===== config.mk =====
export PLATFORM = sky130hd
export DESIGN_NAME = srecord_s3_line_parser
export DESIGN_NICKNAME = d
export VERILOG_FILES = /design/src/sv/srec_pkg.sv /design/src/sv/srecord_s3_line_parser.sv
export SDC_FILE = /design/constraint.sdc
export NUM_CORES = 1
export LEC_CHECK = 0
export ABC_AREA = 1
export BUFFER_PORTS_ARGS = -buffer_cell sky130_fd_sc_hd__buf_2
export CAP_MARGIN = 5
export CORE_ASPECT_RATIO = 0.5
export CORE_UTILIZATION = 40
export DETAILED_ROUTE_END_ITERATION = 12
export GPL_TIMING_DRIVEN = 0
export PLACE_DENSITY = 0.66
export RECOVER_POWER = 100
export SLEW_MARGIN = 5
export SYNTH_ARGS = -nofsm -noshare
export SYNTH_HDL_FRONTEND = slang
export SYNTH_SLANG_ARGS = --single-unit

===== constraint.sdc =====
create_clock -name clk_i -period 6.6 [get_ports clk_i]
set_input_delay 0.66 -clock clk_i [delete_from_list [all_inputs] [get_ports clk_i]]
set_output_delay 0.66 -clock clk_i [all_outputs]
set_load 0.1 [all_outputs]

===== src/sv/srec_pkg.sv =====
`default_nettype none

package srec_pkg;

  // Line parser modes
  typedef enum logic [1:0] {
    LM_START  = 2'd0,  // waiting for the first character of a line
    LM_SAW_S  = 2'd1,  // first character was 'S'
    LM_RECORD = 2'd2,  // reading an S3-layout record
    LM_SKIP   = 2'd3   // ignore the rest of the line
  } line_mode_e;

  // Result kinds
  typedef enum logic [2:0] {
    KIND_DATA     = 3'd0,
    KIND_OK       = 3'd1,
    KIND_MISMATCH = 3'd2,
    KIND_TRUNC    = 3'd3,
    KIND_EOF      = 3'd4
  } kind_e;

  // Input command codes
  localparam logic CMD_CHAR = 1'b0;
  localparam logic CMD_EOF  = 1'b1;

  localparam logic [7:0] CHAR_S    = 8'h53;  // 'S'
  localparam logic [7:0] CHAR_0    = 8'h30;  // '0'
  localparam logic [7:0] CHAR_5    = 8'h35;  // '5'
  localparam logic [7:0] CHAR_7    = 8'h37;  // '7'
  localparam logic [7:0] CHAR_9    = 8'h39;  // '9'
  localparam logic [7:0] CHAR_A    = 8'h41;  // 'A'
  localparam logic [7:0] CHAR_F    = 8'h46;  // 'F'
  localparam logic [7:0] HDR_BYTES = 8'd5;   // 4 address bytes + checksum

  localparam int unsigned CPOS_W = 4;
  localparam logic [CPOS_W-1:0] CPOS_COUNT = 4'd3;   // odd char that closes the count
  localparam logic [CPOS_W-1:0] CPOS_DATA  = 4'd12;  // first char of data/checksum
  localparam logic [CPOS_W-1:0] CPOS_MAX   = 4'd13;

  localparam logic [7:0] BLOCKS_MAX = 8'hFF;

  localparam int unsigned TDATA_W = 96;

  // Result payload without the kind, lowest field last
  typedef struct packed {
    logic        sticky_error;
    logic [7:0]  block_number;
    logic [31:0] block_end_address;
    logic        block_end_valid;
    logic        new_block;
    logic [7:0]  byte_count;
    logic [7:0]  data_value;
    logic [31:0] address;
  } result_t;

  localparam int unsigned RESULT_W = $bits(result_t);

  function automatic logic [3:0] hex_nibble(input logic [7:0] c);
    logic [3:0] n;
    n = 4'd0;
    if (c >= CHAR_0 && c <= CHAR_9) begin
      n = 4'(c - CHAR_0);
    end else if (c >= CHAR_A && c <= CHAR_F) begin
      n = 4'(c - CHAR_A + 8'd10);
    end
    return n;
  endfunction

  // data bytes in a record: count - 5, floored at zero
  function automatic logic [7:0] data_count(input logic [7:0] cnt);
    return (cnt >= HDR_BYTES) ? (cnt - HDR_BYTES) : 8'd0;
  endfunction

endpackage

`default_nettype wire


===== src/sv/srecord_s3_line_parser.sv =====
`default_nettype none

// S-record (S3 layout) line parser. Text arrives one character per input item
// (tdata = character, tlast = last character of the line, tuser = 1 for an
// end-of-file item, whose tdata is ignored). S0/S5 lines are skipped and make
// the next good record open a new block; S7 lines are skipped; every other line
// is parsed as count, 32-bit big-endian load address, data bytes and checksum.
// Each data byte comes out with its address, each record closes with an ok,
// mismatch or truncated result, and end of file always yields one result that
// carries the end address of the last block once a block is open and no error
// is set. Only '0'-'9' and 'A'-'F' are hex digits, anything else reads as zero.
// A mismatch or truncation sets a sticky error; text items then produce nothing
// until reset. Throughput is one item per clock while the downstream side is
// ready: each character is decoded and folded into the state as it is accepted,
// and a single output register holds the result so input keeps flowing;
// m_axis_tvalid_o rises in the cycle after accept. A character that completes no
// byte, or lies on a skipped line, gives no result unless it ends a record early.
module srecord_s3_line_parser (
  input  wire logic                 clk_i,
  input  wire logic                 rst_ni,
  // input characters
  input  wire logic                 s_axis_tvalid_i,
  output      logic                 s_axis_tready_o,
  input  wire logic [7:0]           s_axis_tdata_i,   // [7:0] text_char
  input  wire logic                 s_axis_tuser_i,   // [0] command
  input  wire logic                 s_axis_tlast_i,   // last_of_line
  // results
  output      logic                 m_axis_tvalid_o,
  input  wire logic                 m_axis_tready_i,
  // [31:0] address, [39:32] data_value, [47:40] byte_count, [48] new_block,
  // [49] block_end_valid, [81:50] block_end_address, [89:82] block_number,
  // [90] sticky_error, [95:91] zero
  output      logic [95:0]          m_axis_tdata_o,
  output      logic [2:0]           m_axis_tuser_o    // [2:0] result_kind
);
  import srec_pkg::*;

  // ---------------------------------------------------------------------------
  // Parser state
  // ---------------------------------------------------------------------------
  line_mode_e        mode_q,   mode_d, mode_mid;
  logic [CPOS_W-1:0] cpos_q,   cpos_d, cpos_mid;
  logic              pend_q,   pend_d, pend_mid;
  logic [3:0]        hi_q,     hi_d,   hi_mid;
  logic [7:0]        cnt_q,    cnt_d,  cnt_mid;
  logic [7:0]        sum_q,    sum_d,  sum_mid;
  logic [31:0]       load_q,   load_d, load_mid;
  logic [7:0]        dpos_q,   dpos_d, dpos_mid;
  logic [31:0]       lra_q,    lra_d;   // load address of the last good record
  logic              seen_q,   seen_d;
  logic [7:0]        blocks_q, blocks_d, blocks_mid;
  logic              err_q,    err_d,  err_mid;

  // output register
  logic              out_valid_q, out_valid_d;
  kind_e             kind_q,      kind_d;
  result_t           res_q,       res_d;

  // ---------------------------------------------------------------------------
  // Handshake and character decode
  // ---------------------------------------------------------------------------
  logic       in_fire, is_eof, text_ok;
  logic [3:0] nib;
  logic [7:0] byte_val;
  logic [7:0] dcnt_q;
  logic       in_rec, is_cnt, is_addr, is_ck, is_data, ck_ok, trunc;
  logic       open_blk, eof_valid, res_valid;

  // Output register frees up when the sink takes it, so a new item can enter
  // in the same cycle.
  assign s_axis_tready_o = !out_valid_q || m_axis_tready_i;
  assign in_fire         = s_axis_tvalid_i && s_axis_tready_o;
  assign is_eof          = in_fire && (s_axis_tuser_i == CMD_EOF);
  assign text_ok         = in_fire && (s_axis_tuser_i == CMD_CHAR) && !err_q;

  assign nib      = hex_nibble(s_axis_tdata_i);
  assign byte_val = {hi_q, nib};
  assign dcnt_q   = data_count(cnt_q);

  // An odd position inside a record closes a byte
  assign in_rec  = text_ok && (mode_q == LM_RECORD) && (cpos_q >= 4'd2) && cpos_q[0];
  assign is_cnt  = in_rec && (cpos_q == CPOS_COUNT);
  assign is_addr = in_rec && (cpos_q > CPOS_COUNT) && (cpos_q < CPOS_DATA);
  assign is_ck   = in_rec && (cpos_q >= CPOS_DATA) && (dpos_q >= dcnt_q);
  assign is_data = in_rec && (cpos_q >= CPOS_DATA) && (dpos_q < dcnt_q);
  assign ck_ok   = (byte_val == ~sum_q);

  assign open_blk  = is_ck && ck_ok && pend_q;
  assign eof_valid = (blocks_q != 8'd0) && seen_q && !err_q;

  // ---------------------------------------------------------------------------
  // Per-character update, before end-of-line handling
  // ---------------------------------------------------------------------------
  always_comb begin
    mode_mid   = mode_q;
    cpos_mid   = cpos_q;
    pend_mid   = pend_q;
    hi_mid     = hi_q;
    cnt_mid    = cnt_q;
    sum_mid    = sum_q;
    load_mid   = load_q;
    dpos_mid   = dpos_q;
    blocks_mid = blocks_q;
    err_mid    = err_q;
    if (text_ok) begin
      unique case (mode_q)
        LM_START: begin
          cnt_mid  = 8'd0;
          sum_mid  = 8'd0;
          load_mid = 32'd0;
          dpos_mid = 8'd0;
          hi_mid   = 4'd0;
          mode_mid = (s_axis_tdata_i == CHAR_S) ? LM_SAW_S : LM_RECORD;
          cpos_mid = 4'd1;
        end
        LM_SAW_S: begin
          if (s_axis_tdata_i == CHAR_0 || s_axis_tdata_i == CHAR_5) begin
            pend_mid = 1'b1;
            mode_mid = LM_SKIP;
          end else if (s_axis_tdata_i == CHAR_7) begin
            mode_mid = LM_SKIP;
          end else begin
            mode_mid = LM_RECORD;
          end
          cpos_mid = 4'd2;
        end
        LM_RECORD: begin
          if (cpos_q < 4'd2) begin
            cpos_mid = 4'd2;  // record line that did not start with 'S'
          end else if (!cpos_q[0]) begin
            hi_mid   = nib;
            cpos_mid = cpos_q + 4'd1;
          end else if (is_cnt) begin
            cnt_mid  = byte_val;
            sum_mid  = byte_val;
            cpos_mid = cpos_q + 4'd1;
          end else if (is_addr) begin
            load_mid = {load_q[23:0], byte_val};
            sum_mid  = sum_q + byte_val;
            cpos_mid = cpos_q + 4'd1;
          end else if (is_data) begin
            sum_mid  = sum_q + byte_val;
            dpos_mid = dpos_q + 8'd1;
            cpos_mid = CPOS_DATA;
          end else begin
            // checksum byte closes the record
            mode_mid = LM_SKIP;
            if (ck_ok) begin
              if (pend_q) begin
                pend_mid = 1'b0;
                if (blocks_q != BLOCKS_MAX) begin
                  blocks_mid = blocks_q + 8'd1;
                end
              end
            end else begin
              err_mid = 1'b1;
            end
          end
        end
        LM_SKIP: begin
        end
        default: begin
        end
      endcase
    end
  end

  // Line ends before the checksum byte is complete
  assign trunc = text_ok && s_axis_tlast_i &&
                 (mode_mid == LM_SAW_S || mode_mid == LM_RECORD);

  // ---------------------------------------------------------------------------
  // Next state
  // ---------------------------------------------------------------------------
  always_comb begin
    mode_d   = mode_mid;
    cpos_d   = cpos_mid;
    pend_d   = pend_mid;
    hi_d     = hi_mid;
    cnt_d    = cnt_mid;
    sum_d    = sum_mid;
    load_d   = load_mid;
    dpos_d   = dpos_mid;
    lra_d    = lra_q;
    seen_d   = seen_q;
    blocks_d = blocks_mid;
    err_d    = err_mid || trunc;
    if (is_ck && ck_ok) begin
      lra_d  = load_q;
      seen_d = 1'b1;
    end
    if (text_ok && s_axis_tlast_i) begin
      mode_d = LM_START;
      cpos_d = '0;
    end
    if (is_eof) begin
      // everything but the sticky error returns to its reset value
      mode_d   = LM_START;
      cpos_d   = '0;
      pend_d   = 1'b0;
      hi_d     = 4'd0;
      cnt_d    = 8'd0;
      sum_d    = 8'd0;
      load_d   = 32'd0;
      dpos_d   = 8'd0;
      lra_d    = 32'd0;
      seen_d   = 1'b0;
      blocks_d = 8'd0;
    end
  end

  // ---------------------------------------------------------------------------
  // Result selection
  // ---------------------------------------------------------------------------
  assign res_valid = is_eof || trunc || is_ck || is_data;

  always_comb begin
    kind_d                  = KIND_DATA;
    res_d.address           = load_q + {24'd0, dpos_q};
    res_d.data_value        = byte_val;
    res_d.byte_count        = dcnt_q;
    res_d.new_block         = 1'b0;
    res_d.block_end_valid   = 1'b0;
    res_d.block_end_address = 32'd0;
    res_d.block_number      = blocks_mid;
    res_d.sticky_error      = err_mid || trunc;
    if (is_eof) begin
      kind_d                  = KIND_EOF;
      res_d.address           = eof_valid ? lra_q : 32'd0;
      res_d.data_value        = 8'd0;
      res_d.byte_count        = 8'd0;
      res_d.block_end_valid   = eof_valid;
      res_d.block_end_address = eof_valid ? lra_q : 32'd0;
      res_d.block_number      = blocks_q;
    end else if (trunc) begin
      // the byte this character may have finished is dropped
      kind_d           = KIND_TRUNC;
      res_d.address    = load_mid;
      res_d.data_value = 8'd0;
      res_d.byte_count = data_count(cnt_mid);
      res_d.new_block  = pend_mid;
    end else if (is_ck) begin
      res_d.address   = load_q;
      res_d.new_block = pend_q;
      if (ck_ok) begin
        kind_d                  = KIND_OK;
        res_d.block_end_valid   = open_blk && (blocks_q != 8'd0);
        res_d.block_end_address = (open_blk && (blocks_q != 8'd0)) ? lra_q : 32'd0;
      end else begin
        kind_d = KIND_MISMATCH;
      end
    end
  end

  // output register: load on a new result, hold while stalled
  always_comb begin
    out_valid_d = out_valid_q && !m_axis_tready_i;
    if (in_fire && res_valid) begin
      out_valid_d = 1'b1;
    end
  end

  // ---------------------------------------------------------------------------
  // Registers
  // ---------------------------------------------------------------------------
  always_ff @(posedge clk_i or negedge rst_ni) begin
    if (!rst_ni) begin
      mode_q      <= LM_START;
      cpos_q      <= '0;
      pend_q      <= 1'b0;
      hi_q        <= 4'd0;
      cnt_q       <= 8'd0;
      sum_q       <= 8'd0;
      load_q      <= 32'd0;
      dpos_q      <= 8'd0;
      lra_q       <= 32'd0;
      seen_q      <= 1'b0;
      blocks_q    <= 8'd0;
      err_q       <= 1'b0;
      out_valid_q <= 1'b0;
    end else begin
      mode_q      <= mode_d;
      cpos_q      <= cpos_d;
      pend_q      <= pend_d;
      hi_q        <= hi_d;
      cnt_q       <= cnt_d;
      sum_q       <= sum_d;
      load_q      <= load_d;
      dpos_q      <= dpos_d;
      lra_q       <= lra_d;
      seen_q      <= seen_d;
      blocks_q    <= blocks_d;
      err_q       <= err_d;
      out_valid_q <= out_valid_d;
    end
  end

  always_ff @(posedge clk_i) begin
    if (in_fire && res_valid) begin
      kind_q <= kind_d;
      res_q  <= res_d;
    end
  end

  assign m_axis_tvalid_o = out_valid_q;
  assign m_axis_tuser_o  = kind_q;
  assign m_axis_tdata_o  = {(TDATA_W - RESULT_W)'(0), res_q};

  // ---------------------------------------------------------------------------
  // Assertions
  // ---------------------------------------------------------------------------
  // the error flag is sticky until reset
  a_err_sticky: assert property (@(posedge clk_i) disable iff (!rst_ni)
    err_q |=> err_q)
    else $error("sticky error cleared");

  // only end of file can lower the block count
  a_blocks_mono: assert property (@(posedge clk_i) disable iff (!rst_ni)
    !is_eof |=> blocks_q >= $past(blocks_q))
    else $error("block count dropped");

  // a failing record result always carries the error flag
  a_fail_sticky: assert property (@(posedge clk_i) disable iff (!rst_ni)
    out_valid_q && (kind_q == KIND_MISMATCH || kind_q == KIND_TRUNC)
      |-> res_q.sticky_error)
    else $error("failed record without sticky error");

  // character position stays within the record layout
  a_cpos_range: assert property (@(posedge clk_i) disable iff (!rst_ni)
    cpos_q <= CPOS_MAX)
    else $error("character position out of range");

endmodule

`default_nettype wire

======== Word level (Yosys, flattened, before mapping) ========
Cells that the tools add are included.
cells by class
  reductions and logical operators ........ 47
  magnitude comparators ................... 13
  muxes and demuxes ....................... 108
  equality and inequality tests ........... 19
  bitwise gates (word level) .............. 2
  add/sub/neg operators ................... 10
operators by type and width
  kind                                                                                 count
  32-bit 2-to-1 mux                                                                    13
  8-bit 2-to-1 mux                                                                     33
  33-bit 2-to-1 mux                                                                    3
  32-bit case mux with 2 select lines                                                  1
  4-bit 2-to-1 mux                                                                     14
  8-bit case mux with 2 select lines                                                   3
  34-bit 2-to-1 mux                                                                    1
  32-bit by 8-bit adder with 32-bit output                                             1
  8-bit by 6-bit == test with 1-bit output, second input constant                      3
  1-bit logical AND                                                                    24
  1-bit 2-to-1 mux                                                                     23
  2-bit 2-to-1 mux                                                                     10
  3-bit inequality test, second input constant                                         6
  8-bit by 1-bit adder with 8-bit output, second input constant                        2
  8-bit by 3-bit greater-or-equal comparator with 1-bit output, second input constant  2
  16-bit 2-to-1 mux                                                                    1
  8-bit by 3-bit subtractor with 8-bit output, second input constant                   2
  4-bit case mux with 3 select lines                                                   1
  8-bit adder                                                                          1
  8-bit by 7-bit == test with 1-bit output, second input constant                      1
  8-bit == test                                                                        1
  8-bit by 6-bit greater-or-equal comparator with 1-bit output, second input constant  1
  8-bit by 7-bit greater-or-equal comparator with 1-bit output, second input constant  1
  8-bit greater-or-equal comparator                                                    1
  other kinds (36)                                                                     50
word-level totals
  output and inout port bits .............. 101
  register bits after elaboration ......... 204
  word-level logic and storage cells ...... 222
  input bits .............................. 14

======== Depth between registers and ports, before layout ========
Gate-level depths: netlist of the first run.
  word-level depth ........................ 25
  gate-level depth with buffers ........... 29
  depth with buffers taken out ............ 29

======== Worst setup path after synthesis of the first run ========
No wires, ideal clock.
  kind .................................... reg2reg
  start point ............................. reg cnt_q[0]
  end point ............................... reg res_q (netlist bit m_axis_tdata_o[0]) (enable)
  setup time .............................. 0.456 ns
  stages on the path, launching flop included .. 26
  arrival time ............................ 5.183 ns
  path buffers ............................ 1
  required time ........................... 6.144 ns
  path slack .............................. 0.961 ns
  cells stage by stage .................... dfrtp_1 inv_1 ha_1 or2_2 nand2_1 nor2_1 nand4_1 inv_1 or2_2 ha_1 inv_1 nor2_1 o21ai_0 a21oi_1 nor2_1 nand2_2 nand3_2 nand2_1 nand2_1 nand2_1 nand4_2 nand3_4 nand2_2 inv_2 buf_4 nand2_1
between the ends
  word-level cells in the longest chain between the ends .. 18
  elaborated cells on any way between the ends .. 22
ends and longest elaborated chain
  what                                                                                                                                line                           RTL
  start, declared                                                                                                                     srecord_s3_line_parser.sv:45   logic [7:0] cnt_q, cnt_d, cnt_mid;
  start signal, assigned                                                                                                              srecord_s3_line_parser.sv:286  cnt_q <= cnt_d;
  8-bit by 3-bit subtractor with 8-bit output / 8-bit by 3-bit greater-or-equal comparator with 1-bit output (equally long branches)  srec_pkg.sv:71                 return (cnt >= HDR_BYTES) ? (cnt - HDR_BYTES) : 8'd0;
  8-bit 2-to-1 mux *                                                                                                                  srec_pkg.sv:71
  8-bit less-than comparator                                                                                                          srecord_s3_line_parser.sv:85   assign is_data = in_rec && (cpos_q >= CPOS_DATA) && (dpos_q < dcnt_q);
  1-bit logical AND                                                                                                                   srecord_s3_line_parser.sv:85
  2-bit 2-to-1 mux                                                                                                                    srecord_s3_line_parser.sv:141  end else if (is_data) begin
  2-bit 2-to-1 mux                                                                                                                    srecord_s3_line_parser.sv:137  end else if (is_addr) begin
  2-bit 2-to-1 mux                                                                                                                    srecord_s3_line_parser.sv:133  end else if (is_cnt) begin
  2-bit 2-to-1 mux                                                                                                                    srecord_s3_line_parser.sv:130  end else if (!cpos_q[0]) begin
  2-bit 2-to-1 mux                                                                                                                    srecord_s3_line_parser.sv:128  if (cpos_q < 4'd2) begin
  2-bit case mux with 3 select lines                                                                                                  srecord_s3_line_parser.sv:106  unique case (mode_q)
  2-bit 2-to-1 mux                                                                                                                    srecord_s3_line_parser.sv:105  if (text_ok) begin
  2-bit by 1-bit == test with 1-bit output / 2-bit == test (equally long branches)                                                    srecord_s3_line_parser.sv:170  (mode_mid == LM_SAW_S || mode_mid == LM_RECORD);
  1-bit logical OR                                                                                                                    srecord_s3_line_parser.sv:170
  1-bit logical AND                                                                                                                   srecord_s3_line_parser.sv:169  assign trunc = text_ok && s_axis_tlast_i &&
  1-bit logical OR (2 in series)                                                                                                      srecord_s3_line_parser.sv:215  assign res_valid = is_eof || trunc || is_ck || is_data;
  1-bit logical OR *                                                                                                                  srecord_s3_line_parser.sv:215
  1-bit logical AND *                                                                                                                 srecord_s3_line_parser.sv:299  if (in_fire && res_valid) begin
  end signal, assigned                                                                                                                srecord_s3_line_parser.sv:301  res_q <= res_d;
  end, declared                                                                                                                       srecord_s3_line_parser.sv:57   result_t res_q, res_d;
Mark *: on every way between the ends. The rest lies on a longest branch, timed or not.
A chain may end at the register's enable or synchronous reset.

======== Worst setup path after layout of the first run ========
  start point ............................. reg cnt_q[0]
  end point ............................... reg res_q (netlist bit m_axis_tdata_o[74]) (enable)
The elaborated chain is that of the path after synthesis.

==> results of run 1 <==
==> worst reg2reg max path: cells and delay by family, from the launching register on <==
family | cells | cell delay, ns
AOI/OAI and AO/OA | 2 | 0.20
adders and majority gates | 2 | 0.52
buffers and inverters | 6 | 1.07
DFF | 1 | 0.38
and+or+nand+nor | 16 | 3.12
==> layout by cell type (no fill, tap or decap), types with 8 or more instances in the layout <==
master and instances:
a21oi_1 100, buf_2 13, clkbuf_1 152, clkbuf_16 21, dfrtp_1 110, edfxtp_1 94
ha_1 38, inv_1 199, nand2_1 405, nand3_1 79, nand4_1 20, nor2_1 112
nor3_1 27, o2111ai_1 8, o21ai_0 109, o21ai_1 8, o22ai_1 49, xnor2_1 9
xor2_1 33
==> path summary, 6_finish.rpt <==
check                                startpoint                 end  slack (ns)
worst min-delay path            m_axis_tready_i     m_axis_tvalid_o        0.46
worst max-delay path                   cnt_q[0]  m_axis_tdata_o[74]        1.01
worst min register to register         sum_q[2]            sum_q[2]        0.52
worst max register to register         cnt_q[0]  m_axis_tdata_o[74]        1.01
max in group asynchronous                rst_ni         blocks_q[7]        3.09
min in group asynchronous                rst_ni           lra_q[22]        1.39
==> routing by layer <==
layer / vias to the layer above / track usage, % / wire, µm
li1: 5436 / - / -
met1: 5324 / 33.3 / 17100
met2: 421 / 36.2 / 16200
met3: 72 / 5.19 / 3040
met4: 0 / 6.21 / 988
met5: - / 0 / 0
==> power breakdown <==
part / total (W) / internal [W] / switching [W]
registers: 0.00136 / 0.00135 / 0.00000629
clock network: 0.00125 / 0.000717 / 0.000528
logic: 0.000261 / 0.0000299 / 0.000231
==> cell families (layout without fill, tap and decap cells) <==
logic type	Yosys count	count (layout)	synth area share, %
AO/OA/AOI/OAI	308	308	14.1
XOR/XNOR	42	42	3.00
adder cells (fa/ha/maj)	40	40	4.20
buffers and inverters	274	423	9.07
flip-flops	204	204	45.5
multiplexers	3	3	0.245
other	1	7	0.0306
AND/OR/NAND/NOR	678	678	23.8
==> layout make-up <==
| class | instances | area (µm²) |
|---|---|---|
| inverter | 211 | 795 |
| antenna | 2 | 5.00 |
| clock buffer | 25 | 551 |
| sequential | 204 | 5580 |
| tap | 391 | 489 |
| timing repair buffer | 111 | 479 |
| multi-input combinational | 1076 | 5540 |
| clock inverter | 13 | 148 |
| fill | 3004 | 15700 |
| buffer | 63 | 279 |
==> registers in the layout (all words and copies together), names as in the netlist, 4 cells and up <==
signal          cells
dpos_q              8
cnt_q               8
blocks_q            8
lra_q              32
cpos_q              4
m_axis_tdata_o     91
sum_q               8
load_q             32
hi_q                4
==> stage by stage <==
| step | util [%] | std cells | setup TNS (ns) | worst slack [ns] |
|---|---|---|---|---|
| floorplan | - | 1554 | 0 | 0.961 |
| global placement | 45.0 | 2054 | -80.64 | -0.873 |
| detailed placement | 45.3 | 2056 | 0 | 1.55 |
| CTS | 47.6 | 2094 | 0 | 1.54 |
| global route | 46.9 | 2094 | 0 | 0.594 |
| finish | 46.9 | 2096 | 0 | 1.01 |
==> impl_metrics.py, run 1 <==
metrics = {
    "critical_path": {
        "max_stage_delay_ns": 0.41,
        "critPathSlowestCell": "nand4_1",
        "cp_num_buf_inv": 6,
        "end_kind": "flop",
        "cp_common_cell": "nand2_1",
        "cp-start-kind": "flop",
        "worstSetupPathType": "reg -> reg",
        "cpLargestDelayFamily": "simple AND/OR/NAND/NOR gates",
        "crit_cells": 26,
        "cp_max_fo": 55,
        "required_ns": 6.84,
        "cp.arrival_ns": 5.82,
        "r2r_cells": 26,
    },
    "cts": {
        "cts_hold_buf": 0,
        "tritoncts": "done",
        "clk_pin_slew_ns": 0.06,
        "cts_made_buffers": 21,
        "clk_latency_ns": 0.52,
        "cts_sinks": 204,
        "cts_max_level": 1,
        "root_buffer": "clkbuf_16",
        "post_cts_buffers": 0,
        "clockBufferDepth": 3,
        "cts.repair.resized": 0,
    },
    "run_status": {
        "violations": "capacitance limit, slew limit",
        "status": "finished, violations left",
    },
    "timing": {
        "hold_viol_final": 0,
        "tightest_slew_ns": 3.70,
        "setup_viol": 0,
        "rsz0062_at_grt": "no",
        "max_freq_mhz": 179,
        "max_slew_margin_pct": -147,
        "post-route-period-util_pct": 84.7,
        "slew_viol_final": 62,
        "whs_ns": 0.456,
        "skew_ns": 0.0185,
        "fin_crit_ns": 5.59,
    },
    "global_route": {
        "grt_pass1_vias": 10385,
        "antenna_found_initial": 1,
        "grt_pass1_wl_um": 57800,
        "grt_overflow": 0,
        "grt_start_max_net_pins": 63,
        "grtUsageTotal_pct": 23.5,
    },
    "floorplanning": {
        "die_area_um2": 31400,
        "core_area_um2": 29600,
        "die_w_um": 250,
        "start_util_pct": 41.5,
        "io_pins": 115,
        "die_h_um": 126,
        "num_rows": 44,
    },
    "detailed_routing": {
        "drtIter0Drc": 1036,
        "drc_errors": 0,
        "viasPerCell": 5.37,
        "ant_nets": 0,
        "num_vias": 11253,
        "drt-total-wl_um": 37300,
        "wl_per_cell_um": 17.8,
        "dr.pass1.iters": 7,
    },
    "yosys": {
        "synth.area.top_cells": "edfxtp_1, dfrtp_1, nand2_1, inv_1, o21ai_0",
        "synth_area_leader_cell": "edfxtp_1",
        "ys_seq_elements": 204,
        "async_flop_share_pct": 53.9,
        "syn_inst": 1550,
        "synth_edf_count": 94,
        "ys.flop_type": "dfrtp_1",
        "synth.distinct_cells": 57,
        "yosysTopAreaCellShare_pct": 23.0,
        "ys_seq_area_share_pct": 45.5,
        "netlist_area_um2": 12300,
        "synth_most_common_cell": "nand2_1",
        "ys_warn_count": 0,
        "synth_commonest_cells": "nand2_1, inv_1, dfrtp_1",
        "postSynthAreaPerCell_um2": 7.91,
    },
    "power_and_ir_drop": {
        "power.leakage_nw": 6.11,
        "p_per_area_nw_per_um2": 206,
        "finalPower_w": 0.00286,
        "ir_drop_v": 0.000137,
    },
    "worst_hold_path": {
        "hold_path_depth": 4,
        "hold_class": "in -> reg",
    },
    "place": {
        "dpl-instance-area_um2": 13400,
        "gp_congestion": 0.969,
        "hpwl_um": 27800,
        "portBuffers": 109,
    },
    "run": {
        "cap_violations": 1,
    },
    "final_layout": {
        "fin_nets": 1742,
        "area_growth_pct": 13.1,
        "drive_gt1_share_pct": 5.11,
        "fin_area_um2": 13900,
    },
}
No activity file was read; power rests on OpenSTA's default activity.
==> inputs of run 2 (changes only) <==
--- a/config.mk
+++ b/config.mk
@@ -5,14 +5,14 @@
 export SDC_FILE = /design/constraint.sdc
 export NUM_CORES = 1
 export LEC_CHECK = 0
-export ABC_AREA = 1
+export ABC_AREA = 0
 export BUFFER_PORTS_ARGS = -buffer_cell sky130_fd_sc_hd__buf_2
 export CAP_MARGIN = 5
 export CORE_ASPECT_RATIO = 0.5
 export CORE_UTILIZATION = 40
 export DETAILED_ROUTE_END_ITERATION = 12
 export GPL_TIMING_DRIVEN = 0
-export PLACE_DENSITY = 0.66
+export PLACE_DENSITY = 0.68
 export RECOVER_POWER = 100
 export SLEW_MARGIN = 5
 export SYNTH_ARGS = -nofsm -noshare
==> constraint.sdc (replaced) <==
create_clock -name clk_i -period 5.1 [get_ports clk_i]
set_input_delay 0.51 -clock clk_i [delete_from_list [all_inputs] [get_ports clk_i]]
set_output_delay 0.51 -clock clk_i [all_outputs]
set_load 0.1 [all_outputs]
==> impl_metrics.py, run 2 <==
metrics = {
    "run_status": {
        "status": "finished, violations left",
        "violations": "capacitance limit, slew limit",
    },
    "worst_hold_path": {
        "holdCritStartpoint": "s_axis_tlast_i",
        "hold_path_depth": 3,
        "hold_class": "in -> reg",
        "min_to": "cpos_q[1]",
    },
    "critical_path": {
        "worstReg2RegEnd": "m_axis_tdata_o[54]",
        "r2r_cells": 18,
        "max_stage_delay_ns": 0.56,
        "end_kind": "flop",
        "cp_num_buf_inv": 5,
        "critPathSlowestCell": "nand3_4",
        "critical_path.cell_chain": "inv_1 > ha_1 > nor2b_1 > or3_4 > or4_1 > buf_2 > nand2_1 > ha_1 > a21oi_1 > o21a_1 > and3b_1 > buf_4 > nor3_2 > or3_4 > nand3_2 > buf_12 > buf_8 > nand3_4",
        "r2r_slack_ns": 0.18,
        "cp-start-kind": "flop",
        "cp_max_fo": 47,
        "required_ns": 5.12,
        "cpLargestDelayFamily": "simple AND/OR/NAND/NOR gates",
        "worstSetupPathType": "reg -> reg",
        "cp.arrival_ns": 4.94,
        "r2r_start": "cnt_q[0]",
    },
    "yosys": {
        "synth-xor-area-share_pct": 4.33,
        "synth.area.top_cells": "edfxtp_1, dfrtp_1, nand2_1, o21ai_0, ha_1",
        "ys_warn_count": 0,
        "async_flop_share_pct": 53.9,
        "yosysTopAreaCellShare_pct": 24.9,
        "synth_edf_count": 94,
        "synth-simple-area-share_pct": 19.5,
        "synth_top_family_by_area": "simple AND/OR/NAND/NOR gates",
        "postSynthAreaPerCell_um2": 9.79,
        "ys_seq_elements": 204,
        "ys_seq_area_share_pct": 49.2,
        "yosys.area_share.adder_pct": 4.55,
        "synthMuxAreaShare_pct": 1.72,
        "synth_most_common_cell": "nand2_1",
        "synth_area_leader_cell": "edfxtp_1",
        "synth.distinct_cells": 92,
        "ys.flop_type": "dfrtp_1",
        "synth_compound_area_share_pct": 16.6,
        "syn_inst": 1158,
        "synth_commonest_cells": "nand2_1, o21ai_0, dfrtp_1",
        "netlist_area_um2": 11300,
    },
    "floorplanning": {
        "core_area_um2": 27800,
        "io_pins": 115,
        "die_h_um": 121,
        "start_util_pct": 40.8,
        "die_w_um": 240,
        "die_area_um2": 29100,
        "num_rows": 43,
    },
    "power_and_ir_drop": {
        "p_per_area_nw_per_um2": 349,
        "ir_drop_v": 0.000208,
        "power.leakage_nw": 5.16,
    },
    "detailed_routing": {
        "drt-total-wl_um": 34300,
        "num_vias": 9688,
        "drc_errors": 0,
        "dr.pass1.iters": 5,
        "ant_nets": 0,
        "drtIter0Drc": 985,
        "viasPerCell": 5.73,
        "wl_per_cell_um": 20.3,
    },
    "global_route": {
        "grt_overflow": 0,
        "grt_start_max_net_pins": 71,
        "grt_pass1_wl_um": 52700,
        "antenna_found_initial": 0,
        "grt_pass1_vias": 9275,
        "grtUsageTotal_pct": 23.5,
    },
    "cts": {
        "clockBufferDepth": 3,
        "cts_made_buffers": 21,
        "clk_latency_ns": 0.52,
        "cts_max_level": 1,
        "clk_pin_slew_ns": 0.06,
        "tritoncts": "done",
        "cts_sinks": 204,
        "root_buffer": "clkbuf_16",
    },
    "final_layout": {
        "layout_commonest_cell": "nand2_1",
        "largest_reg_flops": 91,
        "diodes": 0,
        "fin_nets": 1350,
        "most-common-layout-cells": "nand2_1, clkbuf_1, o21ai_0",
        "final_util_pct": 46.8,
        "drive_gt1_share_pct": 8.93,
        "area_growth_pct": 14.7,
    },
    "timing": {
        "hold_viol_final": 0,
        "post-route-period-util_pct": 96.5,
        "skew_ns": 0.0137,
        "max_slew_margin_pct": -51.4,
        "slew_viol_final": 113,
        "setup_viol": 0,
        "tightest_slew_ns": 2.27,
        "fin_crit_ns": 4.92,
        "max_freq_mhz": 203,
        "finalSetupTns_ns": 0,
    },
    "run": {
        "cap_violations": 2,
    },
    "place": {
        "hpwl_um": 24600,
        "gp_congestion": 0.931,
        "portBuffers": 108,
    },
}
## run 2: cell types whose count changed after synthesis, moves of 13 or more
cell,before,now
a21oi_1,99,51
and2_1,2,45
and3_1,4,17
inv_1,193,23
inv_2,14,1
nand2_1,404,159
nand3_1,75,34
nor2_1,109,84
o22ai_1,49,10
xnor2_1,9,35
## run 2: cell type report
type	instances	area, µm²
Multi-Input combinational cell	859	5350
Inverter	25	93.8
Fill cell	2670	14800
Tap cell	382	478
Clock buffer	25	561
Clock inverter	12	116
Sequential cell	204	5580
Timing Repair Buffer	110	434
Buffer	75	392
## run 2: stage by stage
step	cells	setup WS [ns]	power (W)	hold WS, ns	cell area, µm²
6_report	1692	0.180	0.00454	0.456	13000
5_1_grt	1692	-0.00903	0.00470	0.469	13000
4_1_cts	1692	0.0232	0.00457	0.440	13100
3_5_place_dp	1653	-0.683	0.00300	0.455	12400
3_3_place_gp	1652	-0.411	0.00298	0.468	12400
2_1_floorplan	1162	0.348	0.00273	0.214	11400
## run 2: power breakdown
group | internal [W] | switching [W] | leakage, nW
Clock | 0.000888 | 0.000675 | 0.331
Sequential | 0.00181 | 0.0000573 | 2.43
Combinational | 0.000217 | 0.000888 | 2.39
Total | 0.00292 | 0.00162 | 5.16
## run 2: kinds of logic (layout without fill, tap and decap cells)
family | after synthesis | after routing
AND/OR/NAND/NOR | 443 | 444
XOR/XNOR | 56 | 56
adder cells (fa/ha/maj) | 40 | 40
buffers and inverters | 100 | 247
flip-flops | 204 | 204
other | 1 | 5
AO/OA/AOI/OAI | 296 | 296
multiplexers | 18 | 18
## run 2: worst min-delay path, stage by stage
cell       delay, ns
buf_2           0.12
a2111oi_0       0.08
a32o_1          0.22
## run 2: how the worst max path moves through the flow
stage / startpoint / depth (start not counted) / end / slack, ns
6_report: cnt_q[0] / 18 / m_axis_tdata_o[54] / 0.18
5_1_grt: cnt_q[0] / 18 / m_axis_tdata_o[57] / -0.009
4_1_cts: cnt_q[0] / 18 / m_axis_tdata_o[54] / 0.02
3_5_place_dp: cnt_q[0] / 18 / m_axis_tdata_o[16] / -0.68
3_3_place_gp: cnt_q[0] / 18 / m_axis_tdata_o[67] / -0.41
2_1_floorplan: cnt_q[0] / 18 / m_axis_tdata_o[0] / 0.35
## run 2: repair_timing
item | in CTS | in global routing
pin swaps | 0 | 1
endpoints found under the setup margin | 94 | 111
resized for setup | 2 | 13
hold buffers | 1 | 0
buffers inserted | 0 | 0
gates cloned | 1 | 0
hold endpoints to repair | 40 | 0
## run 2: layer usage
| layer | up-vias | part of all wire [%] | track usage (%) |
|---|---|---|---|
| li1 | 4452 | - | - |
| met1 | 4787 | 44 | 33.4 |
| met2 | 377 | 45 | 36.1 |
| met3 | 72 | 7.5 | 4.44 |
| met4 | 0 | 3.0 | 7.48 |
| met5 | - | 0 | 0 |
==> inputs of run 3 (changes only) <==
--- a/config.mk
+++ b/config.mk
@@ -12,7 +12,7 @@
 export CORE_UTILIZATION = 40
 export DETAILED_ROUTE_END_ITERATION = 12
 export GPL_TIMING_DRIVEN = 0
-export PLACE_DENSITY = 0.68
+export PLACE_DENSITY_LB_ADDON = 0.3
 export RECOVER_POWER = 100
 export SLEW_MARGIN = 5
 export SYNTH_ARGS = -nofsm -noshare
==> impl_metrics.py, run 3 (same netlist as run 2, synthesis figures left out) <==
metrics = {
    "power_and_ir_drop": {
        "finalPower_w": 0.00457,
        "ir_drop_v": 0.000231,
        "power.leakage_nw": 5.16,
        "p_per_area_nw_per_um2": 352,
    },
    "timing": {
        "skew_ns": 0.0232,
        "setup_viol": 0,
        "fin_crit_ns": 4.91,
        "tightest_slew_ns": 2.25,
        "max_slew_margin_pct": -49.8,
        "max_freq_mhz": 204,
        "hold_viol_final": 0,
        "post-route-period-util_pct": 96.2,
        "rsz0062_at_grt": "yes",
        "slew_viol_final": 113,
    },
    "floorplanning": {
        "core_area_um2": 27800,
        "num_rows": 43,
        "io_pins": 115,
        "die_area_um2": 29100,
        "die_w_um": 240,
        "start_util_pct": 40.8,
        "die_h_um": 121,
    },
    "global_route": {
        "grt_start_max_net_pins": 83,
        "grt_pass1_vias": 9160,
        "grt_pass1_wl_um": 52900,
        "antenna_found_initial": 0,
        "grtUsageTotal_pct": 23.6,
        "grt_overflow": 0,
    },
    "final_layout": {
        "fin_area_um2": 13000,
        "diodes": 0,
        "nFillCells": 2719,
        "fin_nets": 1353,
        "seq_area_um2": 5580,
        "layout_commonest_cell": "nand2_1",
        "drive_gt1_share_pct": 8.06,
        "area_growth_pct": 14.4,
        "most-common-layout-cells": "nand2_1, clkbuf_1, o21ai_0",
        "multi_input_area_um2": 5340,
        "largest_reg_flops": 91,
    },
    "critical_path": {
        "worstSetupPathType": "reg -> reg",
        "cp_max_fo": 24,
        "required_ns": 5.16,
        "cp-start-kind": "flop",
        "cp.arrival_ns": 4.97,
        "end_kind": "flop",
    },
    "detailed_routing": {
        "viasPerCell": 5.70,
        "dr.pass1.iters": 5,
        "num_vias": 9677,
        "ant_nets": 0,
        "wl_per_cell_um": 20.5,
        "drt-total-wl_um": 34800,
        "drc_errors": 0,
        "drtIter0Drc": 922,
    },
    "cts": {
        "clk_pin_slew_ns": 0.07,
        "cts_max_level": 1,
        "clk_latency_ns": 0.53,
        "clockBufferDepth": 3,
        "tritoncts": "done",
        "root_buffer": "clkbuf_16",
        "cts_sinks": 204,
        "cts_made_buffers": 22,
    },
    "place": {
        "hpwl_um": 24700,
        "portBuffers": 108,
        "dpl-instance-area_um2": 12400,
        "gp_congestion": 0.949,
    },
    "worst_hold_path": {
        "hold_class": "in -> reg",
    },
    "run_status": {
        "status": "finished, violations left",
        "violations": "capacitance limit, slew limit",
    },
    "run": {
        "cap_violations": 2,
    },
}
run 3: worst paths after layout:
kind	startpoint	endpoint	slack, ns	cells after the start
hold reg to reg	sum_q[4]	sum_q[4]	0.49	2
max in group asynchronous	rst_ni	sum_q[1]	1.24	3
setup / recovery	cnt_q[0]	m_axis_tdata_o[35]	0.19	18
hold / removal	s_axis_tlast_i	cpos_q[1]	0.44	3
setup reg to reg	cnt_q[0]	m_axis_tdata_o[35]	0.19	18
min in group asynchronous	rst_ni	lra_q[31]	0.91	2
run 3: cell type report:
cell class                 count  area share [%]
tap                          382            3.68
clock inverter                12           0.983
multi-input combinational    861            41.1
sequential                   204            43.0
timing repair buffer         110            3.35
buffer                        75            2.74
inverter                      25           0.723
clock buffer                  28            4.42
run 3: metrics by stage:
stage / setup TNS, ns / hold slack (ns) / std cells / worst slack (ns) / utilization (%)
2_1_floorplan: 0 / 0.214 / 1162 / 0.348 / -
3_3_place_gp: -42.73 / 0.467 / 1652 / -0.465 / 44.6
3_5_place_dp: -64.33 / 0.407 / 1653 / -0.691 / 44.7
4_1_cts: 0 / 0.408 / 1695 / 0.000639 / 47.4
5_1_grt: -0.602 / 0.426 / 1697 / -0.0238 / 46.7
6_report: 0 / 0.444 / 1697 / 0.192 / 46.7
run 3: worst max-delay path, cell delays in order, from the launching register on:
cell      delay [ns]
dfrtp_1         0.49
inv_1           0.10
ha_1            0.19
nor2b_1         0.07
or3_1           0.40
or4_1           0.48
clkbuf_1        0.19
nand2_1         0.14
ha_1            0.29
a21oi_1         0.16
a31o_1          0.20
and3b_1         0.16
buf_4           0.15
nor3_2          0.06
or3_1           0.41
nand3_2         0.12
buf_6           0.18
buf_6           0.24
nand3_4         0.39
run 3: metal layers:
layer | vias up | share of wire, % | GRT usage, %
li1 | 4475 | - | -
met1 | 4767 | 46 | 33.9
met2 | 379 | 45 | 37.3
met3 | 56 | 7.2 | 4.00
met4 | 0 | 2.0 | 5.37
met5 | - | 0 | 0
run 3: report_power, final:
group          internal (W)  leakage [nW]  switching (W)
logic              0.000209          2.38       0.000894
registers           0.00181          2.44      0.0000562
clock network      0.000904         0.345       0.000693
total               0.00293          5.16        0.00164
run 3: what timing repair did:
| item | 4_1_cts | 5_1_grt |
|---|---|---|
| endpoints found under the setup margin | 94 | 113 |
| hold buffers | 1 | 0 |
| gates resized for setup | 3 | 3 |
| endpoints found under the hold margin | 28 | 0 |
| setup buffers | 0 | 0 |
| gates cloned | 1 | 2 |
